File: config.mk
export PLATFORM = sky130hd
export DESIGN_NAME = clamped_pid_controller_top
export DESIGN_NICKNAME = d
export VERILOG_FILES = /design/src/hdl/cpid_pkg.sv /design/src/hdl/cpid_mul.sv /design/src/hdl/cpid_div.sv /design/src/hdl/clamped_pid_controller_top.sv
export VERILOG_INCLUDE_DIRS = /design/src /design/src/hdl
export SDC_FILE = /design/constraint.sdc
export NUM_CORES = 2
export LEC_CHECK = 0
export ABC_AREA = 1
export BUFFER_PORTS_ARGS = -buffer_cell sky130_fd_sc_hd__buf_2
export CORE_AREA = 2 2 333 335
export CTS_BUF_LIST = sky130_fd_sc_hd__clkbuf_8
export CTS_CLUSTER_DIAMETER = 50
export DETAILED_ROUTE_END_ITERATION = 7
export DIE_AREA = 0 0 335 337
export PLACE_DENSITY = 0.76
export SLEW_MARGIN = 10
export SYNTH_ARGS = -nofsm -noshare
export SYNTH_HDL_FRONTEND = slang
export SYNTH_HIERARCHICAL = 1
export SYNTH_SLANG_ARGS = --single-unit
File: constraint.sdc
create_clock -name clk -period 15.7 [get_ports clk]
set_clock_uncertainty 0.05 [all_clocks]
set_input_delay 2.355 -clock clk [delete_from_list [all_inputs] [get_ports clk]]
set_output_delay 2.355 -clock clk [all_outputs]
set_load 0.03 [all_outputs]
File: src/hdl/assert_macros.svh
// Assertion macros for the RTL files; included by the controller top.
`ifndef ASSERT_MACROS_SVH
`define ASSERT_MACROS_SVH
`ifndef SYNTHESIS
`define ASSERT_IMPLY(lbl, ck, rs, ante, cons) \
  lbl: assert property (@(posedge ck) disable iff (rs) (ante) |-> (cons)) \
    else $error("same-cycle check failed");
`define ASSERT_NEXT(lbl, ck, rs, ante, cons) \
  lbl: assert property (@(posedge ck) disable iff (rs) (ante) |=> (cons)) \
    else $error("next-cycle check failed");
`else
`define ASSERT_IMPLY(lbl, ck, rs, ante, cons)
`define ASSERT_NEXT(lbl, ck, rs, ante, cons)
`endif
`endif

File: src/hdl/cpid_pkg.sv
// Types, constants and helpers of the clamped PID controller.
`default_nettype none
package cpid_pkg;
  localparam int GAIN_W    = 16;
  localparam int TIME_W    = 16;
  localparam int CFG_IDX_W = 3;
  localparam int MS_PER_S  = 1000;
  localparam int MS_W      = 10;

  localparam logic [CFG_IDX_W-1:0] CFG_PROP_GAIN  = 3'd0;
  localparam logic [CFG_IDX_W-1:0] CFG_INTEG_GAIN = 3'd1;
  localparam logic [CFG_IDX_W-1:0] CFG_DERIV_GAIN = 3'd2;
  localparam logic [CFG_IDX_W-1:0] CFG_OUT_LOW    = 3'd3;
  localparam logic [CFG_IDX_W-1:0] CFG_OUT_HIGH   = 3'd4;

  localparam logic signed [GAIN_W-1:0] PROP_GAIN_RST  = 16'sd256;
  localparam logic signed [GAIN_W-1:0] INTEG_GAIN_RST = 16'sd0;
  localparam logic signed [GAIN_W-1:0] DERIV_GAIN_RST = 16'sd0;

  localparam logic REQ_COMPUTE = 1'b0;
  localparam logic REQ_RESET   = 1'b1;

  typedef enum logic [9:0] {
    S_IDLE = 10'b0000000001,
    S_PREP = 10'b0000000010,
    S_MUL1 = 10'b0000000100,
    S_MUL2 = 10'b0000001000,
    S_DIV  = 10'b0000010000,
    S_ACC  = 10'b0000100000,
    S_CLMP = 10'b0001000000,
    S_SUM1 = 10'b0010000000,
    S_SUM2 = 10'b0100000000,
    S_OUT  = 10'b1000000000
  } state_t;

  // result flags, saturated in bit 0
  typedef struct packed {
    logic zero_interval;
    logic saturated;
  } flags_t;

  function automatic logic [GAIN_W-1:0] gain_mag(input logic [GAIN_W-1:0] g);
    return g[GAIN_W-1] ? (~g + 1'b1) : g;
  endfunction
endpackage
`default_nettype wire

File: src/hdl/cpid_mul.sv
// Bit-serial unsigned shift-add multiplier, one multiplier bit per cycle.
`default_nettype none
module cpid_mul #(
  parameter int A_W = 16,
  parameter int B_W = 16
) (
  input  logic               clk,
  input  logic               rst,
  input  logic               start,
  input  logic [A_W-1:0]     a,
  input  logic [B_W-1:0]     b,
  output logic               busy,
  output logic [A_W+B_W-1:0] prod
);
  localparam int CNT_W = $clog2(B_W + 1);

  logic [CNT_W-1:0] cnt;
  logic [A_W-1:0]   mcand;
  logic [A_W:0]     psum;

  assign busy = (cnt != '0);
  assign psum = {1'b0, prod[A_W+B_W-1:B_W]} + (prod[0] ? {1'b0, mcand} : {(A_W+1){1'b0}});

  always_ff @(posedge clk) begin
    if (rst) begin
      cnt <= '0;
    end else if (start) begin
      cnt <= CNT_W'(B_W);
    end else if (busy) begin
      cnt <= cnt - 1'b1;
    end
  end

  always_ff @(posedge clk) begin
    if (start) begin
      mcand <= a;
      prod  <= {{A_W{1'b0}}, b};
    end else if (busy) begin
      prod <= {psum, prod[B_W-1:1]};
    end
  end
endmodule
`default_nettype wire

File: src/hdl/cpid_div.sv
// Bit-serial restoring divider, one quotient bit per cycle.
`default_nettype none
module cpid_div #(
  parameter int N_W = 32,
  parameter int D_W = 16
) (
  input  logic           clk,
  input  logic           rst,
  input  logic           start,
  input  logic [N_W-1:0] dividend,
  input  logic [D_W-1:0] divisor,
  output logic           busy,
  output logic [N_W-1:0] quot
);
  localparam int CNT_W = $clog2(N_W + 1);

  logic [CNT_W-1:0] cnt;
  logic [D_W-1:0]   dvsr;
  logic [D_W-1:0]   rem;
  logic [D_W:0]     trial;

  assign busy  = (cnt != '0);
  assign trial = {rem, quot[N_W-1]} - {1'b0, dvsr};

  always_ff @(posedge clk) begin
    if (rst) begin
      cnt <= '0;
    end else if (start) begin
      cnt <= CNT_W'(N_W);
    end else if (busy) begin
      cnt <= cnt - 1'b1;
    end
  end

  always_ff @(posedge clk) begin
    if (start) begin
      dvsr <= divisor;
      rem  <= '0;
      quot <= dividend;
    end else if (busy) begin
      if (!trial[D_W]) begin
        rem <= trial[D_W-1:0];
      end else begin
        rem <= {rem[D_W-2:0], quot[N_W-1]};
      end
      quot <= {quot[N_W-2:0], ~trial[D_W]};
    end
  end
endmodule
`default_nettype wire

File: src/hdl/clamped_pid_controller_top.sv
// Clamped PID controller top: config registers, sequencer and fixed-point datapath.
// A compute beat steps through PREP, the bit-serial multiplies, the divisions, ACC, CLMP,
// SUM1, SUM2 and OUT to a result; the bit-serial integral division by 1000 is the longest step.
// A new beat is taken only once the previous one has reached the output register; a finished
// result waits there while the next beat is taken. A reset beat gives no result.
// rst (synchronous) restores the gains and limits and clears integral and history.
`default_nettype none
`include "assert_macros.svh"
module clamped_pid_controller_top
  import cpid_pkg::*;
#(
  parameter int DATA_WIDTH = 16,
  parameter int FRAC_BITS  = 16
) (
  input  logic clk,
  input  logic rst,
  input  logic cfg_valid,
  output logic cfg_ready,
  input  logic [CFG_IDX_W-1:0] cfg_index,
  input  logic [((DATA_WIDTH > GAIN_W) ? DATA_WIDTH : GAIN_W)-1:0] cfg_data,
  input  logic s_tvalid,
  output logic s_tready,
  // measurement, setpoint, elapsed_ms
  input  logic [((2*DATA_WIDTH+TIME_W+7)/8)*8-1:0] s_tdata,
  // req_type
  input  logic s_tuser,
  output logic m_tvalid,
  input  logic m_tready,
  // drive
  output logic [((DATA_WIDTH+7)/8)*8-1:0] m_tdata,
  // saturated, zero_interval
  output flags_t m_tuser
);
  localparam int DW    = DATA_WIDTH;
  localparam int FB    = FRAC_BITS;
  localparam int SH    = FB - 8;
  localparam int PW    = DW + GAIN_W;
  localparam int NUMW  = PW + TIME_W;
  localparam int IDIVW = NUMW + SH;
  localparam int DNW   = PW + MS_W;
  localparam int IW    = DW + FB;
  localparam int AW    = IDIVW + 2;
  localparam int SW    = DW + FB + 21;
  localparam int OUT_W = ((DW + 7) / 8) * 8;

  state_t state, state_next;

  logic signed [GAIN_W-1:0] prop_gain, integ_gain, deriv_gain;
  logic signed [DW-1:0]     out_low, out_high;

  logic signed [DW-1:0]     meas, setp, last_meas;
  logic [TIME_W-1:0]        dt;
  logic                     zi;
  logic                     err_neg, diff_neg;
  logic signed [IW-1:0]     integ;
  logic signed [PW:0]       p_val;
  logic signed [IDIVW:0]    inc_s;
  logic signed [DNW:0]      d_s;
  logic signed [AW-1:0]     acc;
  logic signed [SW-1:0]     sum;

  logic                     in_acc;
  logic signed [DW:0]       err_w, diff_w;
  logic [DW:0]              err_abs, diff_abs;
  logic                     busy_p, busy_i, busy_d, busy_n, busy_k, busy_di, busy_dd;
  logic                     mul1_done, mul2_done, div_done;
  logic [PW-1:0]            prod_p, prod_i, prod_d;
  logic [NUMW-1:0]          prod_n;
  logic [DNW-1:0]           prod_k;
  logic [IDIVW-1:0]         quot_i;
  logic [DNW-1:0]           quot_d;
  logic [PW:0]              p_ext;
  logic [IDIVW:0]           i_ext;
  logic [DNW:0]             d_ext;
  logic signed [IW-1:0]     hi_f, lo_f;
  logic signed [AW-1:0]     hi_a, lo_a;
  logic signed [SW-1:0]     hi_s, lo_s, p_x, d_x, i_x;
  logic [DW-1:0]            drive_v;
  logic                     sat_v, out_free;

  assign cfg_ready = 1'b1;
  assign s_tready  = (state == S_IDLE);
  assign in_acc    = s_tvalid && s_tready;
  assign out_free  = !m_tvalid || m_tready;
  assign zi        = (dt == '0);

  always_ff @(posedge clk) begin
    if (rst) begin
      prop_gain  <= PROP_GAIN_RST;
      integ_gain <= INTEG_GAIN_RST;
      deriv_gain <= DERIV_GAIN_RST;
      out_low    <= {1'b1, {(DW-1){1'b0}}};
      out_high   <= {1'b0, {(DW-1){1'b1}}};
    end else if (cfg_valid && cfg_ready) begin
      case (cfg_index)
        CFG_PROP_GAIN:  prop_gain  <= cfg_data[GAIN_W-1:0];
        CFG_INTEG_GAIN: integ_gain <= cfg_data[GAIN_W-1:0];
        CFG_DERIV_GAIN: deriv_gain <= cfg_data[GAIN_W-1:0];
        CFG_OUT_LOW:    out_low    <= cfg_data[DW-1:0];
        CFG_OUT_HIGH:   out_high   <= cfg_data[DW-1:0];
        default: ;
      endcase
    end
  end

  assign err_w    = {setp[DW-1], setp} - {meas[DW-1], meas};
  assign diff_w   = {meas[DW-1], meas} - {last_meas[DW-1], last_meas};
  assign err_abs  = err_w[DW] ? (~err_w + 1'b1) : err_w;
  assign diff_abs = diff_w[DW] ? (~diff_w + 1'b1) : diff_w;

  assign mul1_done = (state == S_MUL1) && !busy_p && !busy_i && !busy_d;
  assign mul2_done = (state == S_MUL2) && !busy_n && !busy_k;
  assign div_done  = (state == S_DIV) && !busy_di && !busy_dd;

  cpid_mul #(.A_W(DW), .B_W(GAIN_W)) u_mul_p (
    .clk(clk), .rst(rst), .start(state == S_PREP), .a(err_abs[DW-1:0]),
    .b(gain_mag(prop_gain)), .busy(busy_p), .prod(prod_p)
  );
  cpid_mul #(.A_W(DW), .B_W(GAIN_W)) u_mul_i (
    .clk(clk), .rst(rst), .start(state == S_PREP), .a(err_abs[DW-1:0]),
    .b(gain_mag(integ_gain)), .busy(busy_i), .prod(prod_i)
  );
  cpid_mul #(.A_W(DW), .B_W(GAIN_W)) u_mul_d (
    .clk(clk), .rst(rst), .start(state == S_PREP), .a(diff_abs[DW-1:0]),
    .b(gain_mag(deriv_gain)), .busy(busy_d), .prod(prod_d)
  );
  cpid_mul #(.A_W(PW), .B_W(TIME_W)) u_mul_n (
    .clk(clk), .rst(rst), .start(mul1_done), .a(prod_i), .b(dt),
    .busy(busy_n), .prod(prod_n)
  );
  cpid_mul #(.A_W(PW), .B_W(MS_W)) u_mul_k (
    .clk(clk), .rst(rst), .start(mul1_done), .a(prod_d), .b(MS_W'(MS_PER_S)),
    .busy(busy_k), .prod(prod_k)
  );
  cpid_div #(.N_W(IDIVW), .D_W(MS_W)) u_div_i (
    .clk(clk), .rst(rst), .start(mul2_done), .dividend(IDIVW'(prod_n) << SH),
    .divisor(MS_W'(MS_PER_S)), .busy(busy_di), .quot(quot_i)
  );
  cpid_div #(.N_W(DNW), .D_W(TIME_W)) u_div_d (
    .clk(clk), .rst(rst), .start(mul2_done), .dividend(prod_k), .divisor(dt),
    .busy(busy_dd), .quot(quot_d)
  );

  assign p_ext = {1'b0, prod_p};
  assign i_ext = {1'b0, quot_i};
  assign d_ext = {1'b0, quot_d};

  assign hi_f = {out_high, {FB{1'b0}}};
  assign lo_f = {out_low, {FB{1'b0}}};
  assign hi_a = {{(AW-IW){hi_f[IW-1]}}, hi_f};
  assign lo_a = {{(AW-IW){lo_f[IW-1]}}, lo_f};
  assign hi_s = {{(SW-IW){hi_f[IW-1]}}, hi_f};
  assign lo_s = {{(SW-IW){lo_f[IW-1]}}, lo_f};
  assign p_x  = {{(SW-PW-1){p_val[PW]}}, p_val};
  assign d_x  = {{(SW-DNW-1){d_s[DNW]}}, d_s};
  assign i_x  = {{(SW-IW){integ[IW-1]}}, integ};

  always_comb begin
    sat_v   = 1'b1;
    drive_v = out_high;
    if (sum > hi_s) begin
      drive_v = out_high;
    end else if (sum < lo_s) begin
      drive_v = out_low;
    end else begin
      sat_v   = 1'b0;
      drive_v = sum[FB+DW-1:FB];
    end
  end

  always_comb begin
    state_next = state;
    case (state)
      S_IDLE: begin
        if (in_acc && s_tuser == REQ_COMPUTE) state_next = S_PREP;
      end
      S_PREP: state_next = S_MUL1;
      S_MUL1: begin
        if (mul1_done) state_next = S_MUL2;
      end
      S_MUL2: begin
        if (mul2_done) state_next = S_DIV;
      end
      S_DIV: begin
        if (div_done) state_next = S_ACC;
      end
      S_ACC:  state_next = S_CLMP;
      S_CLMP: state_next = S_SUM1;
      S_SUM1: state_next = S_SUM2;
      S_SUM2: state_next = S_OUT;
      S_OUT: begin
        if (out_free) state_next = S_IDLE;
      end
      default: state_next = S_IDLE;
    endcase
  end

  always_ff @(posedge clk) begin
    if (rst) begin
      state <= S_IDLE;
    end else begin
      state <= state_next;
    end
  end

  always_ff @(posedge clk) begin
    if (rst) begin
      integ     <= '0;
      last_meas <= '0;
    end else if (in_acc && s_tuser == REQ_RESET) begin
      integ     <= '0;
      last_meas <= '0;
    end else if (state == S_PREP) begin
      last_meas <= meas;
    end else if (state == S_CLMP) begin
      if (acc > hi_a) begin
        integ <= hi_f;
      end else if (acc < lo_a) begin
        integ <= lo_f;
      end else begin
        integ <= acc[IW-1:0];
      end
    end
  end

  always_ff @(posedge clk) begin
    if (in_acc) begin
      meas <= s_tdata[DW-1:0];
      setp <= s_tdata[2*DW-1:DW];
      dt   <= s_tdata[2*DW+TIME_W-1:2*DW];
    end
    if (state == S_PREP) begin
      err_neg  <= err_w[DW];
      diff_neg <= diff_w[DW];
    end
    if (mul1_done) begin
      p_val <= (prop_gain[GAIN_W-1] ^ err_neg) ? (~p_ext + 1'b1) : p_ext;
    end
    if (div_done) begin
      inc_s <= (integ_gain[GAIN_W-1] ^ err_neg) ? (~i_ext + 1'b1) : i_ext;
      if (zi) begin
        d_s <= '0;
      end else begin
        d_s <= (deriv_gain[GAIN_W-1] ^ diff_neg) ? (~d_ext + 1'b1) : d_ext;
      end
    end
    if (state == S_ACC) begin
      acc <= {{(AW-IW){integ[IW-1]}}, integ} + {inc_s[IDIVW], inc_s};
    end
    if (state == S_SUM1) begin
      sum <= (p_x <<< SH) + i_x;
    end else if (state == S_SUM2) begin
      sum <= sum - (d_x <<< SH);
    end
  end

  always_ff @(posedge clk) begin
    if (rst) begin
      m_tvalid <= 1'b0;
    end else if (state == S_OUT && out_free) begin
      m_tvalid <= 1'b1;
    end else if (m_tready) begin
      m_tvalid <= 1'b0;
    end
  end

  always_ff @(posedge clk) begin
    if (state == S_OUT && out_free) begin
      m_tdata                 <= OUT_W'(drive_v);
      m_tuser.saturated       <= sat_v;
      m_tuser.zero_interval   <= zi;
    end
  end

  `ASSERT_IMPLY(a_head_idle, clk, rst, state == S_IDLE, !busy_p && !busy_i && !busy_d)
  `ASSERT_IMPLY(a_tail_idle, clk, rst, state == S_IDLE, !busy_n && !busy_k && !busy_di && !busy_dd)
  `ASSERT_NEXT(a_reset_clears, clk, rst, in_acc && s_tuser == REQ_RESET, integ == '0 && last_meas == '0)
  `ASSERT_IMPLY(a_integ_lim, clk, rst, state == S_SUM1 && out_low <= out_high, integ >= lo_f && integ <= hi_f)
endmodule
`default_nettype wire

==> qor.yml <==
clk_transition_reported_paths_ns: 0.06
ys_warn_count: 6
rrSetupSlack_ns: 11.13
overflow: 0
grt_pass1_vias: 54300
multi_input_area_mm2: 0.0343
drc: 0
synth.distinct_cells: 80
whs_path_depth: 0
rr_worst_depth: 14
routed_wl_um: 188000
p_leak_nw: 34.1
drtIter0Drc: 5511
areaGrowthSynthToFinish_pct: 7.79
ys_seq_area_frac: 0.383
fin_util: 0.640
cts_buffers: 161
p_sw_mw: 5.06
num-fill-cells: 9976
regArea_mm2: 0.0249
avgSynthCellArea_um2: 7.37
clkPwrFrac: 0.195
rsz0062_at_grt: "no"
cts_setup_buffers: 0
finalHoldViolations: 0
fin_nets: 9529
synthesis.instances: 8830
final_cells: 10500
synth_edf_count: 622
yosys-top-cells-count: "nand2_1 (2562), inv_1 (1323), nor2_1 (795)"
arrival_ns: 2.24
ant_nets: 0
min_path_type: "reg2reg"
cp.required_ns: 13.30
cts_buffer_depth: 3
finalPower_mw: 11.5
ys.flop_type: "edfxtp_1"
routabilityCongestion: 1.00
drive_above_1_share: 0.0637
slowest_stage: "buf_2"
whs_endpoint: "u_mul_k/mcand[2]"
worst_slack_ns: 11.05
track_usage: 0.328
placedCellCount: 10200
grt_max_degree: 86
yosysMostFrequentCell: "nand2_1"
intPower_mw: 6.48
maxCapViolCount: 0
initial_utilization: 0.594
cts-root-buf: "clkbuf_8"
relSlewSlack: 0.221
min_period_ns: 4.65
combPwrFrac: 0.441
synth_area_leader_cell: "edfxtp_1"
holdCritStartpoint: "u_mul_d/prod[2]"
cts_resized: 0
critPathKind: "reg2out"
boundaryPins: 94
placed_area_mm2: 0.0668
synthArstFlopShare: 0
grt_pass1_wl_um: 292000
switching_share: 0.439
htreeDepth: 4
setup-violations-final: 0
r2r-start: "u_mul_p/cnt[0]"
hold_slack_ns: 0.386
routedWlPerCell_um: 17.8
die_h_um: 337
die-width_um: 335
dp_slack_ns: 10.84
ys_top_cells_by_area: "edfxtp_1 (29%), nand2_1 (15%), dfxtp_1 (9.6%)"
clock_sinks: 935
rr_endpoint: "u_mul_k/prod[12]"
setup_tns_ns: 0
dieArea_mm2: 0.113
drt-pass1-iter-count: 6
antenna_found_initial: 14
netlist_area_mm2: 0.0651
cp-end-kind: "primary output"
via_per_inst: 5.56
cts_hold_repair.buffers: 0
slowest_delay_ns: 0.33
routed-via-count: 58600
crit_chain: "nor2_1 -> inv_2 -> nor3_2 -> buf_2"
ir_worst_vdd_uv: 178
ys_seq_elements: 935
cts_tree: "built"
tightest_slew_ns: 1.16
finalInstanceArea_mm2: 0.0701
rows: 122
crit_path_start_kind: "flop"
core-area_mm2: 0.110
finalCritPeriodShare: 0.296
p_per_area_mw_per_mm2: 165
clock.fmax_ghz: 0.215
synth_top_area_share: 0.287
status: "finished, final reports clean"
portBuffers: 92
pwr-share-seq: 0.364
dp_hpwl_um: 147000
finalMaxSlewViolations: 0
crit_fanout: 5
clkLatencyLatePin_ns: 0.88
[cell type report]
type / instances / share of cell area
Clock inverter: 127 / 0.0125
Timing Repair Buffer: 125 / 0.0101
Sequential cell: 935 / 0.356
Multi-Input combinational cell: 6395 / 0.489
Inverter: 1351 / 0.0724
Antenna cell: 2 / 0.0000714
Clock buffer: 175 / 0.0343
Tap cell: 1426 / 0.0254
[critical path, delay by kind of cell (launching register included)]
| kind | cells | cell delay [ns] |
|---|---|---|
| simple gates | 2 | 0.57 |
| flops | 1 | 0.31 |
| buf+inv | 2 | 0.47 |
[registers in the layout, summed over array words and instances (netlist names), 33 cells and up]
name / count
p_val: 33
d_s: 43
u_div_d/quot: 42
u_mul_k/prod: 42
u_mul_n/prod: 48
inc_s: 57
u_div_i/quot: 56
sum: 53
acc: 58
[metal layers]
layer  up-vias  global-route usage  wire, µm
li1      29100                   -         -
met5         -                   0        57
met4        10               0.124      7050
met2      2138               0.524     83800
met1     26900               0.447     82300
met3       460              0.0554     14500
[layout by cell type, fill, tap and decap left out, drive strengths merged, types with 5 or more instances in the layout]
master    instances
xor2            197
a221oi            8
clkinvlp         11
nand3           539
o211ai           37
dfxtp           313
nor3            162
nand2          2614
conb             29
or2              29
o21a             11
nand3b           39
a31oi            40
edfxtp          622
nor4             45
o31ai            12
fa               12
clkinv           40
clkbuf          175
o21ai           438
a211oi           10
and2             14
inv            1418
and3              5
nor2            827
nand4           112
o21bai           53
buf             125
xnor2            88
a21boi           11
a21oi           525
a21o             34
bufinv            9
ha              475
[kinds of logic after synthesis]
logic type / after synthesis / share of synthesized area
compound gates: 1198 / 0.103
mux: 2 / 0.000308
flops: 935 / 0.383
xor+xnor: 285 / 0.0398
simple gates: 4394 / 0.287
buf+inv: 1527 / 0.0916
other cells: 2 / 0.000115
fa+ha+maj: 487 / 0.0950
[how the worst max path moves through the flow]
stage | start | end | slack (ns) | cells after the start
CTS | state[8] | s_tready | 11.00 | 4
floorplan | u_mul_p/cnt[0] | u_mul_k/prod[12] | 2.49 | 15
detailed placement | cfg_valid | deriv_gain[3] | 10.84 | 8
global route | u_mul_p/cnt[0] | u_mul_k/prod[13] | 10.79 | 14
global placement | cfg_valid | deriv_gain[13] | 10.92 | 8
finish | state[8] | s_tready | 11.05 | 4
[power groups by stage]
stage,combinational (mW),clock [mW],sequential (mW)
global route,5.83,2.39,4.27
detailed placement,5.02,0,4.24
floorplan,4.05,0,3.92
CTS,5.05,2.29,4.19
global placement,4.89,0,4.22
finish,5.09,2.25,4.21
Power figures use the tool's default switching activity.
